<file path="src/sv/bpf_pkg.sv">
package bpf_pkg;

	localparam int QUAD_STEPS_DEF  = 16;
	localparam int CUBIC_STEPS_DEF = 20;

	localparam logic [2:0] CMD_MOVE  = 3'd0;
	localparam logic [2:0] CMD_LINE  = 3'd1;
	localparam logic [2:0] CMD_QUAD  = 3'd2;
	localparam logic [2:0] CMD_CUBIC = 3'd3;
	localparam logic [2:0] CMD_CLOSE = 3'd4;

	// shared multiply-accumulate unit operations
	localparam logic [1:0] UOP_HOLD = 2'd0;
	localparam logic [1:0] UOP_SET  = 2'd1;
	localparam logic [1:0] UOP_MAC  = 2'd2;
	localparam logic [1:0] UOP_MUL  = 2'd3;

	typedef struct packed {
		logic [2:0]         command;
		logic signed [15:0] end_x;
		logic signed [15:0] end_y;
		logic signed [15:0] ctrl1_x;
		logic signed [15:0] ctrl1_y;
		logic signed [15:0] ctrl2_x;
		logic signed [15:0] ctrl2_y;
	} path_cmd_t;

	typedef struct packed {
		logic signed [15:0] point_x;
		logic signed [15:0] point_y;
		logic               last;
	} path_point_t;

	typedef struct packed {
		logic [1:0]  op;
		logic [31:0] opa;
		logic [31:0] opb;
	} mu_req_t;

	// Bernstein weight of term k at step i of n, scaled by n^2 or n^3
	function automatic logic [15:0] bern_weight(input int n, input int i, input int k,
			input logic cubic);
		int a;
		int b;
		int w;
		a = n - i;
		b = i;
		w = 0;
		if (i <= n) begin
			if (cubic) begin
				if (k == 0)
					w = a * a * a;
				else if (k == 1)
					w = 3 * a * a * b;
				else if (k == 2)
					w = 3 * a * b * b;
				else
					w = b * b * b;
			end else begin
				if (k == 0)
					w = a * a;
				else if (k == 1)
					w = 2 * a * b;
				else if (k == 2)
					w = b * b;
				else
					w = 0;
			end
		end
		return 16'(w);
	endfunction

endpackage

</file>
<file path="src/sv/bezier_path_flattener_core.sv">
// Path flattener: takes path commands on cmd_* and returns points on point_*.
// Both channels use valid/stall; a transaction completes on a clock edge with
// valid high and stall low. cmd_stall is high while a command is in work.
// Move and line return their endpoint, close returns the first point of the
// path (nothing before any point exists), codes 5 to 7 return nothing.
// Quadratic and cubic curves return QUAD_STEPS and CUBIC_STEPS points; the
// final point of every command carries last.
// A single-point command goes from idle to the put state and then into the
// output register, and the block is ready for a new command once the put is
// done. A curve point is built on one shared 32x32 multiply-accumulate unit:
// K products per coordinate (K = 3 quadratic, 4 cubic), one reciprocal
// multiply and one quotient pick, x then y, and then the put into the output.
// A stalled point holds in the output register and the sequencer waits for
// the slot to free before it goes on to the next point.
// Reset clears the pen, the first point and the point-seen flag to zero and
// leaves the block idle with no point pending.
module bezier_path_flattener_core #(
	parameter int QUAD_STEPS  = bpf_pkg::QUAD_STEPS_DEF,
	parameter int CUBIC_STEPS = bpf_pkg::CUBIC_STEPS_DEF
) (
	input  logic                 clk,
	input  logic                 arst_n,
	input  logic                 cmd_valid,
	output logic                 cmd_stall,
	input  bpf_pkg::path_cmd_t   cmd_data,
	output logic                 point_valid,
	input  logic                 point_stall,
	output bpf_pkg::path_point_t point_data
);

	localparam int MAX_STEPS = (QUAD_STEPS > CUBIC_STEPS) ? QUAD_STEPS : CUBIC_STEPS;
	localparam int PW        = $clog2(MAX_STEPS);

	localparam longint Q_DEN   = longint'(QUAD_STEPS) * QUAD_STEPS;
	localparam int     Q_SHIFT = 31 + $clog2(Q_DEN);
	localparam longint Q_RECIP = ((longint'(1) << Q_SHIFT) + Q_DEN - 1) / Q_DEN;
	localparam longint Q_HALF  = Q_DEN / 2;

	localparam longint C_DEN   = longint'(CUBIC_STEPS) * CUBIC_STEPS * CUBIC_STEPS;
	localparam int     C_SHIFT = 31 + $clog2(C_DEN);
	localparam longint C_RECIP = ((longint'(1) << C_SHIFT) + C_DEN - 1) / C_DEN;
	localparam longint C_HALF  = C_DEN / 2;

	localparam logic [2:0] ST_IDLE  = 3'd0;
	localparam logic [2:0] ST_INIT  = 3'd1;
	localparam logic [2:0] ST_MAC   = 3'd2;
	localparam logic [2:0] ST_RECIP = 3'd3;
	localparam logic [2:0] ST_QUO   = 3'd4;
	localparam logic [2:0] ST_PUT   = 3'd5;

	logic [2:0]           state_q;
	bpf_pkg::path_cmd_t   item_q;
	logic signed [15:0]   pen_x_q;
	logic signed [15:0]   pen_y_q;
	logic signed [15:0]   first_x_q;
	logic signed [15:0]   first_y_q;
	logic                 has_point_q;
	logic [PW-1:0]        pt_q;
	logic [1:0]           term_q;
	logic                 coord_q;
	logic signed [15:0]   px_q;
	logic signed [15:0]   res_x_q;
	logic signed [15:0]   res_y_q;
	logic                 res_last_q;
	bpf_pkg::path_point_t out_q;
	logic                 out_valid_q;

	logic [15:0]        qw [MAX_STEPS][4];
	logic [15:0]        cw [MAX_STEPS][4];
	logic               is_cubic;
	logic [1:0]         last_term;
	logic [PW-1:0]      last_pt;
	logic [15:0]        weight;
	logic signed [15:0] coord;
	logic [15:0]        coord_biased;
	logic [31:0]        half;
	logic [31:0]        recip;
	logic [15:0]        quo_biased;
	logic signed [15:0] quo;
	logic               out_free;
	bpf_pkg::mu_req_t   mu_req;
	logic [63:0]        acc;

	for (genvar g = 0; g < MAX_STEPS; g++) begin : g_step
		for (genvar k = 0; k < 4; k++) begin : g_term
			assign qw[g][k] = bpf_pkg::bern_weight(QUAD_STEPS, g + 1, k, 1'b0);
			assign cw[g][k] = bpf_pkg::bern_weight(CUBIC_STEPS, g + 1, k, 1'b1);
		end
	end

	assign is_cubic  = (item_q.command == bpf_pkg::CMD_CUBIC);
	assign last_term = is_cubic ? 2'd3 : 2'd2;
	assign last_pt   = is_cubic ? PW'(CUBIC_STEPS - 1) : PW'(QUAD_STEPS - 1);
	assign weight    = is_cubic ? cw[pt_q][term_q] : qw[pt_q][term_q];
	assign half      = is_cubic ? 32'(C_HALF) : 32'(Q_HALF);
	assign recip     = is_cubic ? 32'(C_RECIP) : 32'(Q_RECIP);

	always_comb begin
		unique case (term_q)
			2'd0: coord = coord_q ? pen_y_q : pen_x_q;
			2'd1: coord = coord_q ? item_q.ctrl1_y : item_q.ctrl1_x;
			2'd2: begin
				if (is_cubic)
					coord = coord_q ? item_q.ctrl2_y : item_q.ctrl2_x;
				else
					coord = coord_q ? item_q.end_y : item_q.end_x;
			end
			2'd3: coord = coord_q ? item_q.end_y : item_q.end_x;
		endcase
	end

	// offset by 32768 so the whole sum stays unsigned
	assign coord_biased = {~coord[15], coord[14:0]};

	assign quo_biased = is_cubic ? acc[C_SHIFT +: 16] : acc[Q_SHIFT +: 16];
	assign quo        = {~quo_biased[15], quo_biased[14:0]};

	always_comb begin
		mu_req.op  = bpf_pkg::UOP_HOLD;
		mu_req.opa = half;
		mu_req.opb = recip;
		unique case (state_q)
			ST_INIT: mu_req.op = bpf_pkg::UOP_SET;
			ST_MAC: begin
				mu_req.op  = bpf_pkg::UOP_MAC;
				mu_req.opa = 32'(weight);
				mu_req.opb = 32'(coord_biased);
			end
			ST_RECIP: begin
				mu_req.op  = bpf_pkg::UOP_MUL;
				mu_req.opa = acc[31:0];
			end
			ST_QUO: begin
				if (!coord_q)
					mu_req.op = bpf_pkg::UOP_SET;
			end
			default: mu_req.op = bpf_pkg::UOP_HOLD;
		endcase
	end

	bpf_mul_unit u_mul (
		.clk (clk),
		.req (mu_req),
		.acc (acc)
	);

	assign out_free = !out_valid_q || !point_stall;

	always_ff @(posedge clk or negedge arst_n) begin
		if (!arst_n) begin
			state_q     <= ST_IDLE;
			item_q      <= '0;
			pen_x_q     <= '0;
			pen_y_q     <= '0;
			first_x_q   <= '0;
			first_y_q   <= '0;
			has_point_q <= 1'b0;
			pt_q        <= '0;
			term_q      <= '0;
			coord_q     <= 1'b0;
			px_q        <= '0;
			res_x_q     <= '0;
			res_y_q     <= '0;
			res_last_q  <= 1'b0;
			out_q       <= '0;
			out_valid_q <= 1'b0;
		end else begin
			if (out_valid_q && !point_stall)
				out_valid_q <= 1'b0;
			unique case (state_q)
				ST_IDLE: begin
					if (cmd_valid) begin
						item_q     <= cmd_data;
						pt_q       <= '0;
						res_last_q <= 1'b1;
						unique case (cmd_data.command)
							bpf_pkg::CMD_MOVE, bpf_pkg::CMD_LINE: begin
								res_x_q <= cmd_data.end_x;
								res_y_q <= cmd_data.end_y;
								state_q <= ST_PUT;
							end
							bpf_pkg::CMD_QUAD, bpf_pkg::CMD_CUBIC: state_q <= ST_INIT;
							bpf_pkg::CMD_CLOSE: begin
								res_x_q <= first_x_q;
								res_y_q <= first_y_q;
								if (has_point_q)
									state_q <= ST_PUT;
							end
							default: state_q <= ST_IDLE;
						endcase
					end
				end
				ST_INIT: begin
					term_q  <= '0;
					coord_q <= 1'b0;
					state_q <= ST_MAC;
				end
				ST_MAC: begin
					term_q <= term_q + 2'd1;
					if (term_q == last_term)
						state_q <= ST_RECIP;
				end
				ST_RECIP: state_q <= ST_QUO;
				ST_QUO: begin
					if (!coord_q) begin
						px_q    <= quo;
						coord_q <= 1'b1;
						term_q  <= '0;
						state_q <= ST_MAC;
					end else begin
						res_x_q    <= px_q;
						res_y_q    <= quo;
						res_last_q <= (pt_q == last_pt);
						state_q    <= ST_PUT;
					end
				end
				ST_PUT: begin
					if (out_free) begin
						out_q.point_x <= res_x_q;
						out_q.point_y <= res_y_q;
						out_q.last    <= res_last_q;
						out_valid_q   <= 1'b1;
						if (!has_point_q) begin
							first_x_q   <= res_x_q;
							first_y_q   <= res_y_q;
							has_point_q <= 1'b1;
						end
						if (res_last_q) begin
							// close leaves the pen where it is
							if (item_q.command != bpf_pkg::CMD_CLOSE) begin
								pen_x_q <= item_q.end_x;
								pen_y_q <= item_q.end_y;
							end
							state_q <= ST_IDLE;
						end else begin
							pt_q    <= pt_q + PW'(1);
							state_q <= ST_INIT;
						end
					end
				end
				default: state_q <= ST_IDLE;
			endcase
		end
	end

	assign cmd_stall   = (state_q != ST_IDLE);
	assign point_valid = out_valid_q;
	assign point_data  = out_q;

`ifndef SYNTHESIS
	a_busy_mid_command: assert property (@(posedge clk) disable iff (!arst_n)
		(point_valid && !point_stall && !point_data.last) |-> cmd_stall)
		else $error("command transaction possible before its last point");

	a_point_seen_sticky: assert property (@(posedge clk) disable iff (!arst_n)
		has_point_q |=> has_point_q)
		else $error("point-seen flag cleared outside reset");

	a_step_in_range: assert property (@(posedge clk) disable iff (!arst_n)
		(state_q != ST_IDLE && is_cubic) |-> (int'(pt_q) < CUBIC_STEPS))
		else $error("cubic step index beyond step count");

	a_put_needs_slot: assert property (@(posedge clk) disable iff (!arst_n)
		(point_valid && point_stall) |=> point_valid)
		else $error("pending point dropped while stalled");
`endif

endmodule

</file>
<file path="src/sv/bpf_mul_unit.sv">
module bpf_mul_unit (
	input  logic             clk,
	input  bpf_pkg::mu_req_t req,
	output logic [63:0]      acc
);

	logic [63:0] prod;
	logic [63:0] acc_q;

	assign prod = 64'(req.opa) * 64'(req.opb);

	always_ff @(posedge clk) begin
		unique case (req.op)
			bpf_pkg::UOP_HOLD: acc_q <= acc_q;
			bpf_pkg::UOP_SET:  acc_q <= 64'(req.opa);
			bpf_pkg::UOP_MAC:  acc_q <= acc_q + prod;
			bpf_pkg::UOP_MUL:  acc_q <= prod;
		endcase
	end

	assign acc = acc_q;

endmodule

</file>
<file path="config.mk">
export PLATFORM = sky130hd
export DESIGN_NAME = bezier_path_flattener_core
export DESIGN_NICKNAME = d
export VERILOG_FILES = /design/src/sv/bpf_pkg.sv /design/src/sv/bezier_path_flattener_core.sv /design/src/sv/bpf_mul_unit.sv
export SDC_FILE = /design/constraint.sdc
export NUM_CORES = 2
export LEC_CHECK = 0
export ABC_AREA = 1
export BUFFER_PORTS_ARGS = -buffer_cell sky130_fd_sc_hd__buf_2
export CORE_ASPECT_RATIO = 2
export CORE_UTILIZATION = 45
export CTS_CLUSTER_SIZE = 28
export DETAILED_ROUTE_END_ITERATION = 8
export SYNTH_ARGS = -nofsm -noshare
export SYNTH_HDL_FRONTEND = slang
export SYNTH_SLANG_ARGS = --single-unit
</file>
<file path="constraint.sdc">
create_clock -name clk -period 9 [get_ports clk]
set_input_delay 1.35 -clock clk [delete_from_list [all_inputs] [get_ports clk]]
set_output_delay 1.35 -clock clk [all_outputs]
set_load 0.1 [all_outputs]
</file>
Yosys cells after proc, flatten, opt, wreduce, memory -nomap -nowiden
Memories as Yosys holds them, arrays and structs flattened.
Cells that the tools add are included.
- flip-flop bits (word level): 322
- ROM bits: 4096
- input port bits: 103
- output and inout bits: 35
- logic and storage cells: 147
- memories kept: 2
- memories (name ; words ; width ; read ports ; clocked after Yosys merged registers in ; write ports ; line ; RTL):
    (name not given) ; 32 ; 64 ; 1 ; 0 ; 0 ; bezier_path_flattener_core.sv:94 ; assign weight = is_cubic ? cw[pt_q][term_q] : qw[pt_q][term_q];
    (name not given) ; 32 ; 64 ; 1 ; 0 ; 0 ; bezier_path_flattener_core.sv:94 ;
- add/sub/neg operators: 3
- multipliers: 1
- magnitude comparators: 2
- eq/ne operators: 27
- multiplexer cells: 56
- bitwise gates (word level): 6
- reductions and logical operators: 25
- operator list (kind ; number):
    64-bit two-way mux ; 4
    16-bit two-way mux ; 15
    64-bit one-hot mux with 3 select lines ; 1
    16-bit one-hot mux with 2 select lines ; 4
    64-bit adder ; 1
    16-bit binary-select mux with 2-bit select ; 2
    32-bit by 32-bit multiplier with 64-bit output ; 1
    16-bit one-hot mux with 4 select lines ; 1
    32-bit one-hot mux with 2 select lines ; 1
    32-bit two-way mux ; 1
    26-bit two-way mux ; 1
    5-bit two-way mux ; 4
    3-bit one-hot mux with 6 select lines ; 1
    4-bit AND reduction ; 4
    3-bit by 2-bit == test with 1-bit output, second input constant ; 5
    3-bit two-way mux ; 5
    12-bit two-way mux ; 1
    2-bit inequality test, second input constant ; 6
    5-bit one-hot mux with 2 select lines ; 1
    3-bit == test, second input constant ; 3
    3-bit one-hot mux with 3 select lines ; 1
    2-bit == test, second input constant ; 4
    1-bit two-way mux ; 8
    2-bit one-hot mux with 4 select lines ; 1
    other kinds (26) ; 44

Logic depth before layout (Yosys ltp)
- depth after elaboration: 12
- depth in mapped cells: 57
- mapped depth without buffers: 55

Hierarchy
A second synthesis with hierarchy kept.
- cells, all modules: 7694
- area, all modules: 56280.2 um^2
- modules (own cells, without submodules) (module ; instances ; cells each ; area each (um^2) ; seq. area each (um^2)):
    bpf_mul_unit ; 1 ; 5766 ; 42394.4 ; 1921.8
    bezier_path_flattener_core ; 1 ; 1928 ; 13885.8 ; 6456.2

Worst setup path before layout
OpenSTA, ideal clock, no wires.
- kind: register to register
- start point: register term_q[1]
- end point: register u_mul.acc_q[52] (netlist: u_mul.acc[52]), data pin
- setup time: 0.260 ns
- data arrival time: 9.134 ns
- data required time: 8.740 ns
- slack: -0.394 ns
- stages on the path, launching flop included: 46
- buffers on the path: 4
- period minus slack after synthesis: 9.394 ns
- path through: dfrtp_1 -> buf_2 -> clkinv_1 -> clkbuf_1 -> ha_1 -> clkinv_1 -> clkbuf_1 -> nor2_1 -> o21ai_0 -> a21oi_1 -> inv_1 -> buf_2 -> nor2_1 -> fa_1 -> fa_1 -> fa_1 -> inv_1 -> fa_1 -> [... 10 more ...] -> a21oi_1 -> nand2_1 -> nand2_1 -> nand3_1 -> a21oi_1 -> o21bai_1 -> or2_1 -> and2_1 -> ha_1 -> a21oi_1 -> inv_1 -> a31oi_1 -> o21ai_0 -> a21o_1 -> a21oi_1 -> nand2_1 -> nor2_1 -> o21ai_0
- word-level cells in the longest chain between the ends: 9
- elaborated cells between the ends (all ways): 19
- classes of those cells: 1 x add/sub; 1 x mul; 3 x eq/ne; 11 x mux; 2 x bitwise; 1 x reduce/logical
- ends and longest elaborated chain (what ; line ; RTL):
    start, declared ; bezier_path_flattener_core.sv:59 ; logic [1:0] term_q;
    start signal, assigned ; bezier_path_flattener_core.sv:199 ; term_q <= term_q + 2'd1;
    2-bit NOT with 3-bit output (not written as such) ; bezier_path_flattener_core.sv:94 ;
    16-bit binary-select mux with 2-bit select ; bezier_path_flattener_core.sv:94 ;
    16-bit two-way mux (not written as such) (2 in a row) ; bezier_path_flattener_core.sv:94 ;
    16-bit two-way mux ; bezier_path_flattener_core.sv:94 ;
    32-bit one-hot mux with 2 select lines ; bezier_path_flattener_core.sv:122 ; unique case (state_q)
    32-bit by 32-bit multiplier with 64-bit output * ; bpf_mul_unit.sv:10 ; assign prod = 64'(req.opa) * 64'(req.opb);
    64-bit adder ; bpf_mul_unit.sv:16 ; bpf_pkg::UOP_MAC: acc_q <= acc_q + prod;
    64-bit one-hot mux with 3 select lines * ; bpf_mul_unit.sv:13 ; unique case (req.op)
    end signal, assigned ; bpf_mul_unit.sv:14 ; bpf_pkg::UOP_HOLD: acc_q <= acc_q;
    end signal, assigned ; bpf_mul_unit.sv:16 ;
    end signal, assigned ; bpf_mul_unit.sv:17 ; bpf_pkg::UOP_MUL: acc_q <= prod;
    end, declared ; bpf_mul_unit.sv:8 ; logic [63:0] acc_q;
Every way passes the cells marked *; elsewhere a longest branch is shown, timed or not. The select of a mux whose other input is x is not followed.
A chain may end at the register's enable or synchronous reset.

Worst setup path in the final report
- start point: register pt_q[1]
- end point: register u_mul.acc_q[58] (netlist: u_mul.acc[58]), data pin
- word-level cells in the longest chain between the ends: 12
- elaborated cells between the ends (all ways): 18
- classes of those cells: 1 x add/sub; 1 x mul; 13 x mux; 1 x bitwise; 2 x memory
- ends and longest elaborated chain (what ; line ; RTL):
    start, declared ; bezier_path_flattener_core.sv:58 ; logic [PW-1:0] pt_q;
    start signal, assigned ; bezier_path_flattener_core.sv:236 ; pt_q <= pt_q + PW'(1);
    5-bit NOT with 6-bit output (not written as such) * ; bezier_path_flattener_core.sv:94 ;
    memory 32 x 64 bit ; n/a ;
    64-bit two-way mux (not written as such) (2 in a row) ; bezier_path_flattener_core.sv:94 ;
    16-bit binary-select mux with 2-bit select ; bezier_path_flattener_core.sv:94 ;
    16-bit two-way mux (not written as such) (2 in a row) ; bezier_path_flattener_core.sv:94 ;
    16-bit two-way mux * ; bezier_path_flattener_core.sv:94 ;
    32-bit one-hot mux with 2 select lines * ; bezier_path_flattener_core.sv:122 ;
    32-bit by 32-bit multiplier with 64-bit output * ; bpf_mul_unit.sv:10 ;
    64-bit adder ; bpf_mul_unit.sv:16 ;
    64-bit one-hot mux with 3 select lines * ; bpf_mul_unit.sv:13 ;
Marks and branches as above.

==> reports/results.txt <==
Outcome: finished, violations left
Failing checks: negative setup slack
Longest Clk Path Bufs: 3
Antenna Nets Post-Route: 0
Starting Density: 0.453
Number of cell rows: 162
Most common library cells after synthesis: inv_1, nand2_1, fa_1
Register area share after synthesis: 0.187
Reg2reg end: u_mul.acc[58]
Crit path max fanout: 5
Root buf cell: clkbuf_16
Initial drt markers: 2,268
Worst Tran Pin Value: 1.19 ns
Share of cells above drive strength 1: 0.327
# clock sinks: 318
Unrepaired setup endpoints after global routing: true
DRC: 0
Die area: 0.0993 mm^2
Largest cells by area after synthesis: fa_1, dfrtp_1, ha_1
Max_slew headroom: 0.208
Setup WS pre-CTS: -2.20 ns
FILL cells: 8,632
Top cell type's share of synthesized area: 0.250
# hold bufs at CTS: 0
Clk_lat worst skew: 0.67 ns
Overall die height: 445 um
Worst R2R Start: pt_q[1]
Critical Path End Type: flip-flop
Crit path launch type: flip-flop
Placed cell areas: 0.0540 mm^2
Mapped Area: 0.0441 mm^2
#FFs+latches synth: 318
Initial antenna violation count: 8
Peak Freq: 101 MHz
Largest net degree at the start of global routing: 150
Top FF cell, synth: dfrtp_1
Syn Area/Cell: 7.72 um^2
Final period utilization: 1.10
DR vias: 43,100
Uppermost routed layer: met5
CTS tree: built
Via density: 5.23
Final Hold Fails: 0
Synth Warn #: 0
TritonCTS buffer count: 28
Final RePlAce weighted congestion: 1.08
Leading area contributor after synthesis: fa_1
WL/cell: 22.7 um
Routed wire length on met3: 7400 um
Crit path DAT: 10.29 ns
Crit path required time: 9.41 ns
Total gr overflow: 0
Multi-input gate area: 0.0359 mm^2
Reg area: 0.00826 mm^2
Gr usage total: 0.377
Tightest Hold Check Type: reg -> reg
Netlist cell types: 62
Nets: 8,113
Worst-path clk slew: 0.07 ns
DR pass1 iterations: 7
Type of the worst setup path: reg -> reg
Crit path time final: 9.89 ns
CP Launch Point: pt_q[1]
PortBufs: 137
Area Growth Syn to Fin: 40.4%
Hpwl dp: 154,000 um
Global-route wire length before repair: 273,000 um
CORE AREA: 0.0973 mm^2
Drt total wl: 187,000 um
Die W: 223 um
Post-synth EDFFs: 60
Vias in the first global route: 46,200
Fin cells: 8,243
R2r setup slk: -0.89 ns
Ports: 138
Met2 wire length: 98,400 um
Worst Setup EP: u_mul.acc[58]
FF-to-FF path depth: 51
Final Worst Setup Slack: -0.888 ns
Max-cap violations: 0
Slowest stage cell, crit path: fa_1
Clock Skews: 0.0913 ns
Crit-path max cell delay: 0.56 ns
Most frequent cell after synthesis: inv_1
Slew Viols, Final: 0
Post-route cell area: 0.0619 mm^2
Cells after Synth: 5,709
CTS H-tree lvls: 1
Placed insts: 8,030
Async SR Flop Fraction: 0.811
WL met1: 56,000 um
Final Setup Violations: 47
-- stage by stage --
step | utilization | hold WS [ns] | TNS (ns)
after CTS | 0.615 | 0.475 | -19.57
after floorplan | - | 0.437 | 0
after detailed placement | 0.555 | 0.458 | -74.77
final | 0.636 | 0.474 | -24.49
after global routing | 0.636 | 0.495 | -37.35
after global placement | 0.555 | 0.453 | -73.74
-- cells in the final DEF (no fill, tap or decap), types with 13 or more instances in the layout --
master | netlist | final
inv_4 | 1 | 17
buf_4 | 5 | 950
o21ai_4 | 0 | 17
buf_6 | 2 | 114
edfxtp_1 | 60 | 60
a21oi_1 | 292 | 172
fa_2 | 0 | 47
o21ai_1 | 55 | 113
o21ai_2 | 4 | 50
nand3_1 | 165 | 133
nand2_1 | 1164 | 1010
a21o_1 | 21 | 21
inv_2 | 24 | 127
nand4_1 | 22 | 22
nor3_1 | 33 | 19
nand2_2 | 5 | 97
nand3_2 | 0 | 29
fa_1 | 551 | 504
o21bai_1 | 25 | 14
o21ai_0 | 366 | 245
clkbuf_16 | 0 | 32
buf_2 | 73 | 136
nor2_1 | 500 | 318
dfrtp_1 | 258 | 255
inv_1 | 1268 | 1144
a21oi_4 | 0 | 34
nand2_4 | 0 | 58
xor2_1 | 38 | 19
conb_1 | 2 | 152
a21oi_2 | 1 | 87
a31oi_1 | 53 | 45
ha_4 | 0 | 92
buf_12 | 0 | 49
o221ai_1 | 17 | 13
ha_1 | 470 | 376
nor2_4 | 1 | 106
nor2_2 | 21 | 98
-- cell families after synthesis --
| kind of cell | Yosys count | synth area share |
|---|---|---|
| simple gates | 1958 | 0.179 |
| buf+inv | 1456 | 0.127 |
| fa+ha+maj | 1021 | 0.384 |
| compound gates | 896 | 0.112 |
| flops | 318 | 0.187 |
| xor+xnor | 58 | 0.0115 |
| other cells | 2 | 0.000170 |
-- worst max-delay path, delay by kind of cell, from the launching register on --
family          cells  cell delay (ns)
simple gates       17             1.63
fa+ha+maj          11             4.91
flops               1             0.40
compound gates      9             1.36
buf+inv            14             1.40
-- timing repair --
| item | in CTS | in global routing |
|---|---|---|
| setup endpoints to repair | 50 | 50 |
| gates cloned | 2 | 1 |
| pin swaps | 274 | 184 |
| buffers inserted | 115 | 59 |
| resized for setup | 1029 | 451 |
-- layer usage --
metal | vias to the layer above | track usage
li1 | 20000 | -
met1 | 20900 | 0.327
met2 | 1365 | 0.705
met3 | 769 | 0.0488
met4 | 2 | 0.409
met5 | - | 0
-- flip-flops by register name, summed over array words and instances, names as in the netlist, 16 cells and up --
| name | cells |
|---|---|
| first_x_q | 16 |
| first_y_q | 16 |
| item_q | 99 |
| pen_x_q | 16 |
| pen_y_q | 16 |
| point_data | 33 |
| px_q | 16 |
| res_x_q | 16 |
| res_y_q | 16 |
| u_mul.acc | 60 |
-- worst min path at each step --
stage | cells past startpoint | to | startpoint
3_3_place_gp | 2 | point_data[0] | point_data[0]
6_report | 2 | item_q[2] | item_q[2]
3_5_place_dp | 2 | item_q[41] | item_q[41]
4_1_cts | 2 | item_q[41] | item_q[41]
2_1_floorplan | 2 | item_q[47] | item_q[47]
5_1_grt | 2 | item_q[41] | item_q[41]
-- area by class of cell --
class,count,share of cell area
clock buffer,41,0.0141
clock inverter,9,0.00172
inverter,1298,0.0798
timing repair buffer,1258,0.165
antenna,4,0.000162
tap,1230,0.0249
multi-input combinational,4085,0.581
sequential,318,0.133
Power is not shown: default switching activity piles up to over one toggle a cycle in this logic, so the estimate is an artifact.
